**src/sv/cigar_alignment_walker_assert.svh**
```systemverilog
// ----------------------------------------------------------------------------
// Assertion macros for the CIGAR alignment walker
// Concurrent checks clocked on the rising edge, held off during reset.
// ----------------------------------------------------------------------------
`ifndef CIGAR_ALIGNMENT_WALKER_ASSERT_SVH
`define CIGAR_ALIGNMENT_WALKER_ASSERT_SVH

// Same-cycle implication.
`define CAW_ASSERT_IMP(lbl, clk, rst_n, ante, cons) \
    lbl: assert property (@(posedge clk) disable iff (!(rst_n)) (ante) |-> (cons)) \
        else $error("caw check failed");

// Next-cycle implication.
`define CAW_ASSERT_NXT(lbl, clk, rst_n, ante, cons) \
    lbl: assert property (@(posedge clk) disable iff (!(rst_n)) (ante) |=> (cons)) \
        else $error("caw check failed");

`endif

```
**src/sv/caw_pkg.sv**
```systemverilog
// ----------------------------------------------------------------------------
// caw_pkg
// Types and constants shared by the CIGAR alignment walker modules.
// ----------------------------------------------------------------------------
`default_nettype none

package caw_pkg;

    // Event kinds on the result channel.
    typedef enum logic [2:0] {
        KIND_MATCH    = 3'd0,
        KIND_MISMATCH = 3'd1,
        KIND_INS      = 3'd2,
        KIND_DEL      = 3'd3,
        KIND_SKIP     = 3'd4,
        KIND_SOFT     = 3'd5,
        KIND_HARD     = 3'd6,
        KIND_BAD      = 3'd7
    } t_kind;

    // CIGAR operation codes.
    localparam logic [3:0] OP_M = 4'd0;
    localparam logic [3:0] OP_I = 4'd1;
    localparam logic [3:0] OP_D = 4'd2;
    localparam logic [3:0] OP_N = 4'd3;
    localparam logic [3:0] OP_S = 4'd4;
    localparam logic [3:0] OP_H = 4'd5;

    // Command codes.
    localparam logic CMD_START = 1'b0;

    localparam logic [7:0] BASE_N = 8'h4E;

    // How a cursor moves for one step.
    typedef enum logic [1:0] {
        ADV_NONE = 2'd0,
        ADV_ONE  = 2'd1,
        ADV_LEN  = 2'd2
    } t_adv;

    // One classified step, passed from the front to the back.
    typedef struct packed {
        logic        is_start;
        logic        emit;
        t_kind       kind;
        t_adv        q_adv;
        t_adv        r_adv;
        logic [31:0] value;     // start minus one on start, op length on I, D, N, S, H, else zero
        logic [7:0]  ref_up;
        logic [7:0]  qry_up;
    } t_step;

    // Queue status toward the front and the back.
    typedef struct packed {
        logic       empty;
        logic       full;
        logic [1:0] count;
    } t_q_status;

    function automatic logic [7:0] upcase(input logic [7:0] b);
        logic [7:0] r;
        r = b;
        if (b >= 8'h61 && b <= 8'h7A) begin
            r = b - 8'h20;
        end
        return r;
    endfunction

endpackage

`default_nettype wire

```
**src/sv/caw_front.sv**
```systemverilog
// ----------------------------------------------------------------------------
// caw_front
// Decodes one input item into a step: event kind, bases, cursor moves.
// ----------------------------------------------------------------------------
`default_nettype none

module caw_front
    import caw_pkg::*;
(
    input  wire logic        i_cmd,
    input  wire logic [31:0] i_start_position,
    input  wire logic [3:0]  i_op_code,
    input  wire logic [27:0] i_op_length,
    input  wire logic [7:0]  i_ref_base,
    input  wire logic [7:0]  i_query_base,
    output t_step            o_step
);

    logic [7:0] w_ref_up;
    logic [7:0] w_qry_up;

    assign w_ref_up = upcase(i_ref_base);
    assign w_qry_up = upcase(i_query_base);

    always_comb begin
        o_step          = '0;
        o_step.kind     = KIND_BAD;
        o_step.q_adv    = ADV_NONE;
        o_step.r_adv    = ADV_NONE;
        o_step.is_start = 1'b0;
        o_step.emit     = 1'b1;
        if (i_cmd == CMD_START) begin
            o_step.is_start = 1'b1;
            o_step.emit     = 1'b0;
            o_step.value    = i_start_position - 32'd1;
        end else begin
            case (i_op_code)
                OP_M: begin
                    o_step.ref_up = w_ref_up;
                    o_step.qry_up = w_qry_up;
                    o_step.q_adv  = ADV_ONE;
                    o_step.r_adv  = ADV_ONE;
                    if (i_ref_base == i_query_base) begin
                        o_step.kind = KIND_MATCH;
                    end else begin
                        o_step.kind = KIND_MISMATCH;
                        // drop pairs where either base is unknown
                        o_step.emit = (w_ref_up != BASE_N) && (w_qry_up != BASE_N);
                    end
                end
                OP_I: begin
                    o_step.kind  = KIND_INS;
                    o_step.value = {4'b0, i_op_length};
                    o_step.q_adv = ADV_LEN;
                end
                OP_D: begin
                    o_step.kind  = KIND_DEL;
                    o_step.value = {4'b0, i_op_length};
                    o_step.r_adv = ADV_LEN;
                end
                OP_N: begin
                    o_step.kind  = KIND_SKIP;
                    o_step.value = {4'b0, i_op_length};
                    o_step.r_adv = ADV_LEN;
                end
                OP_S: begin
                    o_step.kind  = KIND_SOFT;
                    o_step.value = {4'b0, i_op_length};
                    o_step.q_adv = ADV_LEN;
                end
                OP_H: begin
                    o_step.kind  = KIND_HARD;
                    o_step.value = {4'b0, i_op_length};
                end
                default: begin
                    o_step.kind = KIND_BAD;
                end
            endcase
        end
    end

endmodule

`default_nettype wire

```
**src/sv/caw_queue.sv**
```systemverilog
// ----------------------------------------------------------------------------
// caw_queue
// Two-entry queue of classified steps between the front and the back.
// ----------------------------------------------------------------------------
`default_nettype none

module caw_queue
    import caw_pkg::*;
(
    input  wire logic  i_clk,
    input  wire logic  i_rst_n,
    input  wire logic  i_push,
    input  wire t_step i_step,
    input  wire logic  i_pop,
    output t_step      o_step,
    output t_q_status  o_status
);

    t_step      r_mem [2];
    logic       r_wr_ptr;
    logic       r_rd_ptr;
    logic [1:0] r_count;
    logic [1:0] n_count;

    always_comb begin
        n_count = r_count;
        if (i_push && !i_pop) begin
            n_count = r_count + 2'd1;
        end else if (i_pop && !i_push) begin
            n_count = r_count - 2'd1;
        end
    end

    always_ff @(posedge i_clk) begin
        if (!i_rst_n) begin
            r_wr_ptr <= 1'b0;
            r_rd_ptr <= 1'b0;
            r_count  <= 2'd0;
        end else begin
            if (i_push) begin
                r_wr_ptr <= ~r_wr_ptr;
            end
            if (i_pop) begin
                r_rd_ptr <= ~r_rd_ptr;
            end
            r_count <= n_count;
        end
    end

    always_ff @(posedge i_clk) begin
        if (i_push) begin
            r_mem[r_wr_ptr] <= i_step;
        end
    end

    assign o_step         = r_mem[r_rd_ptr];
    assign o_status.empty = (r_count == 2'd0);
    assign o_status.full  = (r_count == 2'd2);
    assign o_status.count = r_count;

endmodule

`default_nettype wire

```
**src/sv/caw_back.sv**
```systemverilog
// ----------------------------------------------------------------------------
// caw_back
// Applies queued steps to the cursors and registers the result events.
// ----------------------------------------------------------------------------
`default_nettype none

module caw_back
    import caw_pkg::*;
(
    input  wire logic          i_clk,
    input  wire logic          i_rst_n,
    input  wire t_step         i_step,
    input  wire t_q_status     i_q_status,
    output logic               o_pop,
    output logic               o_m_tvalid,
    input  wire logic          i_m_tready,
    output logic [2:0]         o_m_kind,
    output logic [31:0]        o_m_qpos,
    output logic [31:0]        o_m_rpos,
    output logic [7:0]         o_m_rbu,
    output logic [7:0]         o_m_qbu,
    output logic [27:0]        o_m_len
);

    logic [31:0] r_qry;
    logic [31:0] r_ref;
    logic [31:0] n_qry;
    logic [31:0] n_ref;
    logic        r_out_valid;
    t_kind       r_kind;
    logic [31:0] r_qpos;
    logic [31:0] r_rpos;
    logic [7:0]  r_rbu;
    logic [7:0]  r_qbu;
    logic [27:0] r_len;

    // Take the next step whenever the result register is free or draining.
    assign o_pop = !i_q_status.empty && (!r_out_valid || i_m_tready);

    always_comb begin
        n_qry = r_qry;
        n_ref = r_ref;
        if (i_step.is_start) begin
            n_qry = 32'd0;
            n_ref = i_step.value;
        end else begin
            case (i_step.q_adv)
                ADV_ONE: n_qry = r_qry + 32'd1;
                ADV_LEN: n_qry = r_qry + i_step.value;
                default: n_qry = r_qry;
            endcase
            case (i_step.r_adv)
                ADV_ONE: n_ref = r_ref + 32'd1;
                ADV_LEN: n_ref = r_ref + i_step.value;
                default: n_ref = r_ref;
            endcase
        end
    end

    always_ff @(posedge i_clk) begin
        if (!i_rst_n) begin
            r_qry       <= 32'd0;
            r_ref       <= 32'd0;
            r_out_valid <= 1'b0;
        end else begin
            if (o_pop) begin
                r_qry       <= n_qry;
                r_ref       <= n_ref;
                r_out_valid <= i_step.emit;
            end else if (i_m_tready) begin
                r_out_valid <= 1'b0;
            end
        end
    end

    always_ff @(posedge i_clk) begin
        if (o_pop && i_step.emit) begin
            r_kind <= i_step.kind;
            r_qpos <= r_qry;
            r_rpos <= r_ref;
            r_rbu  <= i_step.ref_up;
            r_qbu  <= i_step.qry_up;
            r_len  <= i_step.value[27:0];
        end
    end

    assign o_m_tvalid = r_out_valid;
    assign o_m_kind   = r_kind;
    assign o_m_qpos   = r_qpos;
    assign o_m_rpos   = r_rpos;
    assign o_m_rbu    = r_rbu;
    assign o_m_qbu    = r_qbu;
    assign o_m_len    = r_len;

endmodule

`default_nettype wire

```
**src/sv/cigar_alignment_walker.sv**
```systemverilog
// ----------------------------------------------------------------------------
// cigar_alignment_walker
// Walks CIGAR steps of one read with query and reference cursors and
// emits match, mismatch, indel, skip, clip and bad-op events.
// ----------------------------------------------------------------------------
//  channel  dir  tdata (low bit up)                               tuser
//  s_axis   in   start_position 32, op_code 4, op_length 28,       cmd
//                ref_base 8, query_base 8
//  m_axis   out  query_position 32, ref_position 32,               event_kind
//                ref_base_upper 8, query_base_upper 8,
//                event_length 28, 4 zero bits
//
// One item per cycle sustained while the result channel takes events; an
// event passes through the queue slot and then the result register after
// its item is taken.
// Reset clears both cursors, the two-entry step queue and the result valid.
// A stalled result only blocks the back; the front keeps taking items until
// the queue holds two steps.
// ----------------------------------------------------------------------------
`default_nettype none

`include "cigar_alignment_walker_assert.svh"

module cigar_alignment_walker
    import caw_pkg::*;
(
    input  wire logic         i_clk,
    input  wire logic         i_rst_n,
    input  wire logic         s_axis_tvalid,
    output logic              s_axis_tready,
    input  wire logic [79:0]  s_axis_tdata,   // start_position, op_code, op_length,
                                              // ref_base, query_base
    input  wire logic         s_axis_tuser,   // cmd
    output logic              m_axis_tvalid,
    input  wire logic         m_axis_tready,
    output logic [111:0]      m_axis_tdata,   // query_position, ref_position,
                                              // ref_base_upper, query_base_upper,
                                              // event_length
    output logic [2:0]        m_axis_tuser    // event_kind
);

    t_step      w_front_step;
    t_step      w_q_step;
    t_q_status  w_q_status;
    logic       w_push;
    logic       w_pop;
    logic [31:0] w_qpos;
    logic [31:0] w_rpos;
    logic [7:0]  w_rbu;
    logic [7:0]  w_qbu;
    logic [27:0] w_len;
    logic        w_base_event;
    logic        w_no_len;
    logic        w_start_idle;

    assign s_axis_tready = !w_q_status.full;
    assign w_push        = s_axis_tvalid && s_axis_tready;

    caw_front u_front (
        .i_cmd            (s_axis_tuser),
        .i_start_position (s_axis_tdata[31:0]),
        .i_op_code        (s_axis_tdata[35:32]),
        .i_op_length      (s_axis_tdata[63:36]),
        .i_ref_base       (s_axis_tdata[71:64]),
        .i_query_base     (s_axis_tdata[79:72]),
        .o_step           (w_front_step)
    );

    caw_queue u_queue (
        .i_clk    (i_clk),
        .i_rst_n  (i_rst_n),
        .i_push   (w_push),
        .i_step   (w_front_step),
        .i_pop    (w_pop),
        .o_step   (w_q_step),
        .o_status (w_q_status)
    );

    caw_back u_back (
        .i_clk      (i_clk),
        .i_rst_n    (i_rst_n),
        .i_step     (w_q_step),
        .i_q_status (w_q_status),
        .o_pop      (w_pop),
        .o_m_tvalid (m_axis_tvalid),
        .i_m_tready (m_axis_tready),
        .o_m_kind   (m_axis_tuser),
        .o_m_qpos   (w_qpos),
        .o_m_rpos   (w_rpos),
        .o_m_rbu    (w_rbu),
        .o_m_qbu    (w_qbu),
        .o_m_len    (w_len)
    );

    assign m_axis_tdata = {4'b0, w_len, w_qbu, w_rbu, w_rpos, w_qpos};

    assign w_base_event = (m_axis_tuser == KIND_MATCH) || (m_axis_tuser == KIND_MISMATCH);
    assign w_no_len     = w_base_event || (m_axis_tuser == KIND_BAD);
    assign w_start_idle = w_push && (s_axis_tuser == CMD_START) && w_q_status.empty
                          && !m_axis_tvalid;

    `CAW_ASSERT_IMP(a_match_no_len, i_clk, i_rst_n, m_axis_tvalid && w_no_len, w_len == 28'd0)
    `CAW_ASSERT_IMP(a_nonbase_zero, i_clk, i_rst_n, m_axis_tvalid && !w_base_event, {w_qbu, w_rbu} == 16'd0)
    `CAW_ASSERT_IMP(a_pop_nonempty, i_clk, i_rst_n, w_pop, w_q_status.count != 2'd0)
    `CAW_ASSERT_NXT(a_start_silent, i_clk, i_rst_n, w_start_idle, !m_axis_tvalid)

endmodule

`default_nettype wire

```
**config.mk**
```make
export PLATFORM = sky130hd
export DESIGN_NAME = cigar_alignment_walker
export DESIGN_NICKNAME = d
export VERILOG_FILES = /design/src/sv/caw_pkg.sv /design/src/sv/caw_front.sv /design/src/sv/caw_queue.sv /design/src/sv/caw_back.sv /design/src/sv/cigar_alignment_walker.sv
export VERILOG_INCLUDE_DIRS = /design/src /design/src/sv
export SDC_FILE = /design/constraint.sdc
export NUM_CORES = 1
export LEC_CHECK = 0
export BUFFER_PORTS_ARGS = -buffer_cell sky130_fd_sc_hd__buf_2
export CORE_ASPECT_RATIO = 0.7
export CORE_MARGIN = 4
export CORE_UTILIZATION = 50
export CTS_CLUSTER_SIZE = 10
export DETAILED_ROUTE_END_ITERATION = 7
export GPL_ROUTABILITY_DRIVEN = 0
export GPL_TIMING_DRIVEN = 0
export PLACE_DENSITY = 0.71
export SLEW_MARGIN = 25
export SYNTH_ARGS = -nofsm -noshare
export SYNTH_HDL_FRONTEND = slang
export SYNTH_SLANG_ARGS = --single-unit
```
**constraint.sdc**
```tcl
create_clock -name i_clk -period 9.3 [get_ports i_clk]
set_clock_uncertainty 0.2 [all_clocks]
set_input_delay 1.86 -clock i_clk [delete_from_list [all_inputs] [get_ports i_clk]]
set_output_delay 1.86 -clock i_clk [all_outputs]
set_load 0.1 [all_outputs]
```
==> reports/qor.tcl, run 1 <==
set qor(number_of_global_route_vias_before_repair) 11500
set qor(power.density_nw_per_um2) 340
set qor(number_of_buffers_added_by_the_clock_tree_synthesis_step) 35
set qor(core_um2) 29200
set qor(worst_skew_pair.late_latency_ns) 0.52
set qor(dominantRegCellSynth) {sky130_fd_sc_hd__edfxtp_1}
set qor(groute.usage.overall) 0.235
set qor(power.static_leakage_nw) 7.03
set qor(timing.critical_path.from_type) {flop}
set qor(num_io_pins) 202
set qor(use_met3) 0.0611
set qor(tightestPinTransition_ns) 0.932
set qor(clock_h_tree_levels) 2
set qor(routed_wl_per_cell_um) 19.5
set qor(ys_types) 75
set qor(post_route_cells_drive_above_1_share) 0.180
set qor(ctsHoldBuffers) 0
set qor(fp.dieW_um) 215
set qor(clk_pin_slew_worst_paths_ns) 0.06
set qor(detail_route.first_pass.iterations) 6
set qor(io_buffer_count) 194
set qor(post-dp-hpwl_um) 29500
set qor(antenna_cells) 0
set qor(post_drt_via_cell_ratio) 5.78
set qor(detailedPlace.worstSlack_ns) 3.81
set qor(routed_wl_um) 39800
set qor(worstPathArrival_ns) 5.77
set qor(postRouteAntennaNets) 0
set qor(cts.sinks) 293
set qor(async_reset_ff_frac) 0
set qor(worst_hold_path_type) {reg -> reg}
set qor(number_of_enable_type_register_cells_in_the_synthesized_netlist) 223
set qor(ir_worst_vdd_v) 0.000197
set qor(grt_first_pass_wirelength_um) 61500
set qor(post_layout_minimum_cycle_time_ns) 5.54
set qor(grt-busiest-layer) {met2}
set qor(post-route-drc-count) 0
set qor(globalRouteMet1Util) 0.340
set qor(nets) 1793
set qor(timing.setup.critical_path_class) {reg -> reg}
set qor(grt_setup_unrepaired) {false}
set qor(core.rowCount) 52
set qor(maximum_number_of_pins_on_one_net_before_global_route_repair) 49
set qor(die-area_um2) 32900
set qor(syn_area_per_cell_um2) 10.7
set qor(syn-instance-count) 1398
set qor(via_count) 11800
set qor(root_buffer) {sky130_fd_sc_hd__clkbuf_16}
set qor(sequential_area_share_after_synthesis) 0.540
set qor(yosys_warnings) 0
set qor(floorplan.initialDensity) 0.513
set qor(worst_slew_margin_rel) 0.361
set qor(grt_antenna_before_repair) 0
set qor(cp_data_required_time_ns) 9.53
set qor(clock_tree_from_tritoncts) {built}
set qor(final.period_utilization) 0.596
set qor(drt-initial-drc-count) 1029
set qor(status) {finished clean}
set qor(flow.area_growth_from_synthesis_pct) 17.8
set qor(synth_area_um2) 15000
set qor(critical_path.max_fanout) 10
set qor(number_of_storage_elements_in_the_synthesis_netlist) 293
set qor(layout_setup_ws_ns) 3.76
set qor(maxSlewViolCount) 0
set qor(achievable-frequency_mhz) 181
set qor(report.final.hold_viol_count) 0
set qor(post_layout_nonfiller_instances) 2043
set qor(fp.dieH_um) 153
set qor(endpoint_kind) {flop}
set qor(clockBufferDepth) 3
set qor(grt.met2_usage) 0.346
set qor(cap_viol_max_count) 0
set qor(cell_count_after_placement) 1981
set qor(overflow_after_grt) 0
set qor(cts_setup_buffers) 0
set qor(ctsResizeCount) 0
set qor(finalSetupViolCount) 0
[sequential cells by signal (all words and copies together) (netlist names), named ones only]
signal / cells
u_back.r_ref: 32
u_queue.r_rd_ptr: 1
u_back.o_m_len: 28
u_back.o_m_rpos: 32
u_back.o_m_rbu: 8
u_back.o_m_tvalid: 1
u_back.o_m_kind: 3
u_queue.r_wr_ptr: 1
u_back.r_qry: 32
u_queue.r_count: 2
u_queue.r_mem: 112
u_back.o_m_qbu: 8
u_back.o_m_qpos: 32
[critical path, stage by stage, from the launching register on]
cell,delay (ns)
sky130_fd_sc_hd__dfxtp_1,0.36
sky130_fd_sc_hd__buf_2,0.31
sky130_fd_sc_hd__buf_1,0.65
sky130_fd_sc_hd__mux2i_1,0.63
sky130_fd_sc_hd__inv_1,0.21
sky130_fd_sc_hd__or2_2,0.34
sky130_fd_sc_hd__ha_1,0.23
sky130_fd_sc_hd__fa_1,0.44
sky130_fd_sc_hd__a211o_1,0.32
sky130_fd_sc_hd__o211ai_1,0.16
sky130_fd_sc_hd__a2bb2oi_1,0.17
sky130_fd_sc_hd__a22oi_1,0.34
sky130_fd_sc_hd__a21oi_2,0.18
sky130_fd_sc_hd__a21boi_0,0.33
sky130_fd_sc_hd__o21ai_0,0.20
sky130_fd_sc_hd__xnor2_1,0.17
sky130_fd_sc_hd__o31ai_1,0.18
[cell usage after synthesis (21+ instances only)]
| library cell | count | area, um2 |
|---|---|---|
| sky130_fd_sc_hd__clkbuf_1 | 48 | 180 |
| sky130_fd_sc_hd__o21ai_0 | 92 | 460 |
| sky130_fd_sc_hd__a21oi_1 | 83 | 415 |
| sky130_fd_sc_hd__a21o_1 | 27 | 203 |
| sky130_fd_sc_hd__dfxtp_1 | 70 | 1400 |
| sky130_fd_sc_hd__nand2_1 | 121 | 454 |
| sky130_fd_sc_hd__nor3_1 | 26 | 130 |
| sky130_fd_sc_hd__xnor2_1 | 43 | 377 |
| sky130_fd_sc_hd__inv_1 | 54 | 203 |
| sky130_fd_sc_hd__edfxtp_1 | 223 | 6700 |
| sky130_fd_sc_hd__mux2i_1 | 39 | 390 |
| sky130_fd_sc_hd__mux2_2 | 21 | 236 |
| sky130_fd_sc_hd__nor2_1 | 167 | 627 |
| sky130_fd_sc_hd__ha_1 | 66 | 826 |
| sky130_fd_sc_hd__xor2_1 | 44 | 385 |
[layout by cell type, fill, tap and decap left out, types with 6 or more instances in the layout]
cell                        Yosys  final
sky130_fd_sc_hd__or3_1          8      8
sky130_fd_sc_hd__buf_1          9      9
sky130_fd_sc_hd__o21a_1        13     13
sky130_fd_sc_hd__nand3_1       14     14
sky130_fd_sc_hd__and3_1        18     17
sky130_fd_sc_hd__nor4_2         6      6
sky130_fd_sc_hd__ha_1          66     66
sky130_fd_sc_hd__nor2b_1        9      9
sky130_fd_sc_hd__a211oi_1      18     17
sky130_fd_sc_hd__xor2_1        44     44
sky130_fd_sc_hd__buf_2          7    201
sky130_fd_sc_hd__o21ai_0       92     92
sky130_fd_sc_hd__a21o_1        27     27
sky130_fd_sc_hd__clkbuf_1      48     73
sky130_fd_sc_hd__o21ai_1        7      7
sky130_fd_sc_hd__a22oi_1        9      9
sky130_fd_sc_hd__dfxtp_1       70     70
sky130_fd_sc_hd__inv_1         54     54
sky130_fd_sc_hd__nor3_1        26     26
sky130_fd_sc_hd__a31oi_1        9      9
sky130_fd_sc_hd__mux2i_1       39     39
sky130_fd_sc_hd__o21bai_1      10     10
sky130_fd_sc_hd__mux2_2        21     21
sky130_fd_sc_hd__a21oi_1       83     83
sky130_fd_sc_hd__edfxtp_1     223    223
sky130_fd_sc_hd__nand2_1      121    121
sky130_fd_sc_hd__clkbuf_16      0     35
sky130_fd_sc_hd__buf_16         0      7
sky130_fd_sc_hd__xnor2_1       43     43
sky130_fd_sc_hd__nand4_1       13     13
sky130_fd_sc_hd__nor2_1       167    165
sky130_fd_sc_hd__nand2b_1      12     12
sky130_fd_sc_hd__nor4_1         9      9
sky130_fd_sc_hd__and2_1         6      6
sky130_fd_sc_hd__o211ai_1      17     17
[metal layers]
metal / up-vias / wire length, um
met3: 77 / 4000
met4: 0 / 1030
li1: 5608 / -
met5: - / 0
met1: 5570 / 18200
met2: 563 / 16600
[power breakdown]
group          internal, mW  switching (mW)
clock                 0.705           0.499
combinational         0.677            2.18
sequential             1.81           0.140
total                  3.20            2.82
[layout make-up]
cell class	instances	area [um2]
fill	2357	11500
sequential	293	8100
multi-input combinational	986	6450
timing repair buffer	202	1180
clock buffer	60	970
tap	378	473
buffer	68	279
inverter	54	203
clock inverter	2	13.8
[through the flow]
stage	total power, mW	utilization	setup TNS, ns	area (um2)	hold WS, ns
floorplan	4.10	-	0	15000	0.208
global placement	4.72	0.563	-99.32	16500	0.230
detailed placement	4.80	0.571	0	16700	0.229
CTS	6.02	0.605	0	17700	0.242
global route	6.30	0.605	0	17700	0.255
finish	6.02	0.605	0	17700	0.249
[path summary, 6_finish.rpt]
path                                       start                   to  slack [ns]  cells after the start
worst max-delay path                        flop     u_back.r_ref[24]        3.76                     16
worst min register to register  u_back.r_qry[31]  u_back.o_m_qpos[31]        0.25                      0
worst min-delay path            u_back.r_qry[31]  u_back.o_m_qpos[31]        0.25                      0
worst max register to register              flop     u_back.r_ref[24]        3.76                     16
[logic make-up after synthesis]
| kind of cell | synth area share |
|---|---|
| buffers and inverters | 0.0321 |
| AOI/OAI and AO/OA | 0.147 |
| adders and majority gates | 0.0577 |
| muxes | 0.0418 |
| and+or+nand+nor | 0.131 |
| DFF | 0.540 |
| xor gates and xnor gates | 0.0508 |
| other | 0.000250 |
Note: power is estimated with default switching activity, not from simulation.
==> inputs of run 2 (changes only) <==
--- a/config.mk
+++ b/config.mk
@@ -6,6 +6,7 @@
 export SDC_FILE = /design/constraint.sdc
 export NUM_CORES = 1
 export LEC_CHECK = 0
+export ABC_AREA = 1
 export BUFFER_PORTS_ARGS = -buffer_cell sky130_fd_sc_hd__buf_2
 export CORE_ASPECT_RATIO = 0.7
 export CORE_MARGIN = 4
@@ -14,7 +15,7 @@
 export DETAILED_ROUTE_END_ITERATION = 7
 export GPL_ROUTABILITY_DRIVEN = 0
 export GPL_TIMING_DRIVEN = 0
-export PLACE_DENSITY = 0.71
+export PLACE_DENSITY = 0.7
 export SLEW_MARGIN = 25
 export SYNTH_ARGS = -nofsm -noshare
 export SYNTH_HDL_FRONTEND = slang
==> constraint.sdc (replaced) <==
create_clock -name i_clk -period 5.35 [get_ports i_clk]
set_clock_uncertainty 0.2 [all_clocks]
set_input_delay 1.07 -clock i_clk [delete_from_list [all_inputs] [get_ports i_clk]]
set_output_delay 1.07 -clock i_clk [all_outputs]
set_load 0.1 [all_outputs]
==> run 2 against run 1 <==
  * Clock power up 80%
  * Non-clock buffer count shrank 10
  * Die area rose by 8.7%
  * Sequential share of layout area shrank 3.6 points
  * Synthesized cell count increased by 46%
  * Critical path depth rose by 1
==> reports/qor.tcl, run 2 <==
set qor(tightestPinTransition_ns) 1.27
set qor(power.switching_fraction) 0.505
set qor(fp.dieH_um) 159
set qor(clock_tree_from_tritoncts) {built}
set qor(final.period_utilization) 0.722
set qor(routed_wl_um) 47100
set qor(post_route_cells_drive_above_1_share) 0.142
set qor(cap_viol_max_count) 0
set qor(yosys.cell_count.top_type) {sky130_fd_sc_hd__nand2_1}
set qor(layout_commonest_cell) {sky130_fd_sc_hd__nand2_1}
set qor(post_layout_minimum_cycle_time_ns) 3.86
set qor(clockBufferDepth) 3
set qor(cts.sinks) 293
set qor(finalSetupViolCount) 0
set qor(synth_area_um2) 16400
set qor(post-route-drc-count) 0
set qor(grt_setup_unrepaired) {false}
set qor(die-area_um2) 35700
set qor(ctsHoldBuffers) 0
set qor(ys_top_cells_by_area) {sky130_fd_sc_hd__edfxtp_1 41%, sky130_fd_sc_hd__nand2_1 14%, sky130_fd_sc_hd__dfxtp_1 8.6%}
set qor(worst_path_most_repeated_cell) {sky130_fd_sc_hd__nand2_1}
set qor(ctsResizeCount) 0
set qor(root_buffer) {sky130_fd_sc_hd__clkbuf_16}
set qor(clock_power_share) 0.180
set qor(core_um2) 32300
set qor(groute.usage.overall) 0.256
set qor(power.share.combinational) 0.524
set qor(largest-register) {u_queue.r_mem}
set qor(floorplan.initialDensity) 0.507
set qor(critical_path.max_fanout) 10
set qor(cts_setup_buffers) 0
set qor(detail_route.first_pass.iterations) 8
set qor(switching_power_of_the_nets_mw) 6.06
set qor(layout.core_utilization) 0.595
set qor(timing.critical_path.cells) {buf_4 > clkbuf_1 > o21ai_0 > nor2_1 > ha_1 > nand2_1 > inv_1 > a21oi_1 > nand2_1 > nand2_1 > nand2_1 > nand2_1 > nand2_1 > nand2_1 > nand3_1 > nand2_1 > a21oi_1}
set qor(achievable-frequency_mhz) 259
set qor(endpoint_kind) {flop}
set qor(synth_top_cell_by_area) {sky130_fd_sc_hd__edfxtp_1}
set qor(crit_buf_inv) 3
set qor(worst_path_largest_cell_delay_ns) 1.03
set qor(worst_skew_pair.late_latency_ns) 0.53
set qor(grt_antenna_before_repair) 1
set qor(maxSlewViolCount) 0
set qor(post_drt_via_cell_ratio) 5.30
set qor(status) {finished clean}
set qor(worst_hold_path_type) {reg -> reg}
set qor(cp_data_required_time_ns) 5.52
set qor(number_of_storage_elements_in_the_synthesis_netlist) 293
set qor(core.rowCount) 55
set qor(report.final.hold_viol_count) 0
set qor(antenna_cells) 0
set qor(timing.setup.critical_path_class) {reg -> reg}
set qor(io_buffer_count) 197
set qor(worst_slew_margin_rel) 0.145
set qor(clock_h_tree_levels) 2
set qor(routed_wl_per_cell_um) 17.3
set qor(crit_slowest_cell) {sky130_fd_sc_hd__o21ai_0}
set qor(overflow_after_grt) 0
set qor(maximum_number_of_pins_on_one_net_before_global_route_repair) 26
set qor(most_frequent_cells_after_synthesis) {607 x sky130_fd_sc_hd__nand2_1, 273 x sky130_fd_sc_hd__inv_1, 223 x sky130_fd_sc_hd__edfxtp_1}
set qor(number_of_global_route_vias_before_repair) 13300
set qor(clk_pin_slew_worst_paths_ns) 0.05
set qor(dominantRegCellSynth) {sky130_fd_sc_hd__edfxtp_1}
set qor(syn-instance-count) 2035
set qor(timing.critical_path.from_type) {flop}
set qor(flow.area_growth_from_synthesis_pct) 17.2
set qor(power.density_nw_per_um2) 625
set qor(layout_common_cells) {607 x sky130_fd_sc_hd__nand2_1, 273 x sky130_fd_sc_hd__inv_1, 223 x sky130_fd_sc_hd__edfxtp_1, 210 x sky130_fd_sc_hd__buf_2, 208 x sky130_fd_sc_hd__nor2_1}
set qor(finalHoldWorstSlack_ns) 0.260
set qor(async_reset_ff_frac) 0
set qor(sequential_area_share_after_synthesis) 0.495
set qor(syn_area_per_cell_um2) 8.05
set qor(fillerInstances) 2923
set qor(grt_first_pass_wirelength_um) 72100
set qor(nets) 2436
set qor(post-dp-hpwl_um) 36900
set qor(cell_count_after_placement) 2673
set qor(area_of_all_placed_cells_without_fillers_um2) 19200
set qor(yosys_warnings) 0
set qor(power.internal_mw) 5.94
set qor(placement.cell_area_um2) 18200
set qor(drt-initial-drc-count) 1456
set qor(via_count) 14500
set qor(ys_types) 45
set qor(number_of_buffers_added_by_the_clock_tree_synthesis_step) 35
set qor(postRouteAntennaNets) 0
set qor(seqCellArea_um2) 8100
set qor(critical-path-top-delay-family) {compound AO/OA/AOI/OAI gates}
set qor(multi_input_area_um2) 7030
set qor(number_of_enable_type_register_cells_in_the_synthesized_netlist) 223
set qor(worstPathArrival_ns) 4.03
set qor(num_io_pins) 202
set qor(power.share.sequential) 0.295
set qor(fp.dieW_um) 224
set qor(synth_top_cell_area_share) 0.409
set qor(power.static_leakage_nw) 8.92
set qor(power_mw) 12.0
set qor(ir_worst_vdd_v) 0.000484
set qor(post_layout_nonfiller_instances) 2729
set qor(largest_reg_flops) 112
-- run 2: logic make-up after synthesis --
family	Yosys count	share of synthesized area
simple gates	1002	0.252
buf+inv	330	0.0783
flops	293	0.495
compound gates	292	0.0953
fa+ha+maj	68	0.0529
xor+xnor	46	0.0246
mux	3	0.00183
other cells	1	0.000229
-- run 2: stage by stage --
step	setup TNS (ns)	setup WS [ns]
CTS	0	1.59
finish	0	1.49
global route	0	1.29
global placement	-204.87	-1.63
floorplan	0	0.00213
detailed placement	0	1.62
-- run 2: metal layers --
metal  GRT usage  vias up  routed length (um)
met2       0.373      643               19300
met1       0.374     6629               21100
met5           0        -                   0
met4      0.0724        0                1340
li1            -     7106                   -
met3      0.0722       96                5380
-- run 2: final timing paths --
kind         slack, ns              from                to  depth (start not counted)
max               1.49              flop  u_back.r_ref[23]                         17
min               0.26  u_queue.r_rd_ptr  u_queue.r_rd_ptr                          1
max reg2reg       1.49              flop  u_back.r_ref[23]                         17
min reg2reg       0.26  u_queue.r_rd_ptr  u_queue.r_rd_ptr                          1
-- run 2: power groups by stage --
| stage | Sequential [mW] | Combinational [mW] | Clock (mW) |
|---|---|---|---|
| floorplan | 5.62 | 2.57 | 0 |
| CTS | 3.54 | 6.24 | 2.20 |
| global route | 3.60 | 6.72 | 2.30 |
| global placement | 3.66 | 5.95 | 0 |
| detailed placement | 3.59 | 6.22 | 0 |
| finish | 3.54 | 6.29 | 2.16 |
-- run 2: cell type report --
class | count | share of cell area
plain buffers | 52 | 0.0124
clock buffers | 52 | 0.0501
clock inverters | 4 | 0.00313
inverters | 278 | 0.0544
multi-input cells | 1415 | 0.366
flip-flops and latches | 293 | 0.422
well taps | 427 | 0.0278
repair buffers | 208 | 0.0640
==> inputs of run 3 (changes only) <==
==> constraint.sdc (replaced) <==
create_clock -name i_clk -period 3.9 [get_ports i_clk]
set_clock_uncertainty 0.2 [all_clocks]
set_input_delay 0.78 -clock i_clk [delete_from_list [all_inputs] [get_ports i_clk]]
set_output_delay 0.78 -clock i_clk [all_outputs]
set_load 0.1 [all_outputs]
==> run 3 against run 2 <==
  * Highest routed layer unchanged
  * Sequential cell count unchanged
  * Wire length rose by 0.98%
  * Critical path depth shrank 3
  * Hold slack worse by 0.0021 ns
  * Die area unchanged
  * Global-route usage rose by 0.11 points
  * Setup slack got worse by 1.3 ns
  * Clock power grew 36%
  * Power is 38% higher
  * Sequential power grew 37%
==> reports/qor.tcl, run 3 (synthesized netlist as in run 2, its figures left out) <==
set qor(die-area_um2) 35700
set qor(cap_viol_max_count) 0
set qor(tightestPinTransition_ns) 1.10
set qor(largest_reg_flops) 112
set qor(post_layout_nonfiller_instances) 2738
set qor(worst_hold_path_type) {reg -> reg}
set qor(post_route_cells_drive_above_1_share) 0.142
set qor(timing.critical_path.from_type) {flop}
set qor(fp.dieW_um) 224
set qor(core.rowCount) 55
set qor(floorplan.initialDensity) 0.507
set qor(grt_antenna_before_repair) 1
set qor(nets) 2438
set qor(finalSetupViolCount) 0
set qor(critical_path.max_fanout) 10
set qor(power.static_leakage_nw) 8.96
set qor(root_buffer) {sky130_fd_sc_hd__clkbuf_16}
set qor(post-dp-hpwl_um) 37100
set qor(routed_wl_um) 47600
set qor(drt-initial-drc-count) 1690
set qor(final.period_utilization) 0.961
set qor(clk_pin_slew_worst_paths_ns) 0.06
set qor(power.density_nw_per_um2) 855
set qor(number_of_buffers_added_by_the_clock_tree_synthesis_step) 35
set qor(detail_route.first_pass.iterations) 6
set qor(io_buffer_count) 197
set qor(groute.usage.overall) 0.257
set qor(worstPathArrival_ns) 3.99
set qor(layout_commonest_cell) {sky130_fd_sc_hd__nand2_1}
set qor(status) {finished clean}
set qor(holdCritStartpoint) {u_queue.r_rd_ptr}
set qor(grt_setup_unrepaired) {false}
set qor(clock_h_tree_levels) 2
set qor(post_layout_minimum_cycle_time_ns) 3.75
set qor(worst_skew_pair.late_latency_ns) 0.53
set qor(maximum_number_of_pins_on_one_net_before_global_route_repair) 23
set qor(layout_common_cells) {607 x sky130_fd_sc_hd__nand2_1, 273 x sky130_fd_sc_hd__inv_1, 223 x sky130_fd_sc_hd__edfxtp_1, 210 x sky130_fd_sc_hd__buf_2, 208 x sky130_fd_sc_hd__nor2_1}
set qor(ctsHoldBuffers) 0
set qor(flow.area_growth_from_synthesis_pct) 17.8
set qor(timing.setup.critical_path_class) {reg -> reg}
set qor(number_of_global_route_vias_before_repair) 13500
set qor(ir_worst_vdd_v) 0.000654
set qor(largest-register) {u_queue.r_mem}
set qor(clockBufferDepth) 3
set qor(cts.sinks) 293
set qor(endpoint_kind) {flop}
set qor(cp_data_required_time_ns) 4.14
set qor(clock_tree_from_tritoncts) {built}
set qor(routed_wl_per_cell_um) 17.4
set qor(layout.core_utilization) 0.598
set qor(postRouteAntennaNets) 0
set qor(achievable-frequency_mhz) 267
set qor(overflow_after_grt) 0
set qor(post-route-drc-count) 0
set qor(cell_count_after_placement) 2675
set qor(grt_first_pass_wirelength_um) 72500
set qor(report.final.hold_viol_count) 0
set qor(num_io_pins) 202
set qor(via_count) 14600
set qor(post_drt_via_cell_ratio) 5.34
set qor(fp.dieH_um) 159
set qor(maxSlewViolCount) 0
set qor(core_um2) 32300
set qor(worst_slew_margin_rel) 0.260
set qor(post_route_setup_tns_ns) 0
## run 3: cell types whose count changed in the layout (fill, tap and decap cells not counted), sizes merged
cell	previous run	this run
clkbuf	81	88
diode	0	1
buf	231	233
bufinv	1	0
## run 3: timing repair
| item | 4_1_cts | 5_1_grt |
|---|---|---|
| buffers inserted | 0 | 0 |
| endpoints found under the setup margin | 0 | 8 |
| resized for setup | 0 | 6 |
## run 3: where the power goes
| part | total [mW] | switching (mW) | internal [mW] | leakage (nW) |
|---|---|---|---|---|
| combinational | 8.70 | 6.73 | 1.97 | 5.79 |
| clock | 2.93 | 1.21 | 1.72 | 0.484 |
| sequential | 4.86 | 0.389 | 4.47 | 2.68 |
## run 3: metal layers
metal / wire (um) / up-vias / track usage
met4: 1230 / 0 / 0.0757
met3: 5000 / 93 / 0.0547
met1: 21500 / 6704 / 0.385
met2: 19800 / 706 / 0.375
li1: - / 7112 / -
met5: 0 / - / 0
## run 3: worst paths after layout
| check | end | slack (ns) | cells past startpoint |
|---|---|---|---|
| setup / recovery | u_back.r_qry[30] | 0.15 | 14 |
| hold / removal | u_queue.r_rd_ptr | 0.26 | 1 |
| setup reg to reg | u_back.r_qry[30] | 0.15 | 14 |
| hold reg to reg | u_queue.r_rd_ptr | 0.26 | 1 |
## run 3: stage by stage
| step | power, mW | cell area [um2] | hold WS [ns] | setup WS (ns) |
|---|---|---|---|---|
| final | 16.5 | 19300 | 0.258 | 0.151 |
| after global routing | 17.3 | 19300 | 0.283 | 0.00265 |
| after CTS | 16.5 | 19300 | 0.257 | 0.205 |
| after detailed placement | 13.5 | 18300 | 0.245 | 0.238 |
| after global placement | 13.2 | 17900 | 0.234 | -1.41 |
| after floorplan | 11.2 | 16400 | 0.225 | -0.418 |
## run 3: area by class of cell
| class | count | area [um2] |
|---|---|---|
| Fill cell | 2849 | 13000 |
| Sequential cell | 293 | 8100 |
| Buffer | 52 | 239 |
| Antenna cell | 1 | 2.50 |
| Clock buffer | 59 | 987 |
| Tap cell | 427 | 534 |
| Timing Repair Buffer | 210 | 1320 |
| Clock inverter | 3 | 28.8 |
| Multi-Input combinational cell | 1415 | 7030 |
| Inverter | 278 | 1040 |
## run 3: critical path, cell delays in order, from the launching register on
cell and delay (ns):
sky130_fd_sc_hd__dfxtp_1 0.34, sky130_fd_sc_hd__buf_4 0.19, sky130_fd_sc_hd__clkbuf_1 0.25, sky130_fd_sc_hd__o21ai_0 0.93
sky130_fd_sc_hd__nor2_1 0.12, sky130_fd_sc_hd__ha_1 0.41, sky130_fd_sc_hd__nand2_1 0.20, sky130_fd_sc_hd__nor2_1 0.10
sky130_fd_sc_hd__nand2_1 0.09, sky130_fd_sc_hd__nand3_1 0.10, sky130_fd_sc_hd__a21oi_1 0.34, sky130_fd_sc_hd__nand2_1 0.11
sky130_fd_sc_hd__nand2_1 0.08, sky130_fd_sc_hd__nand3_1 0.07, sky130_fd_sc_hd__a21oi_1 0.12
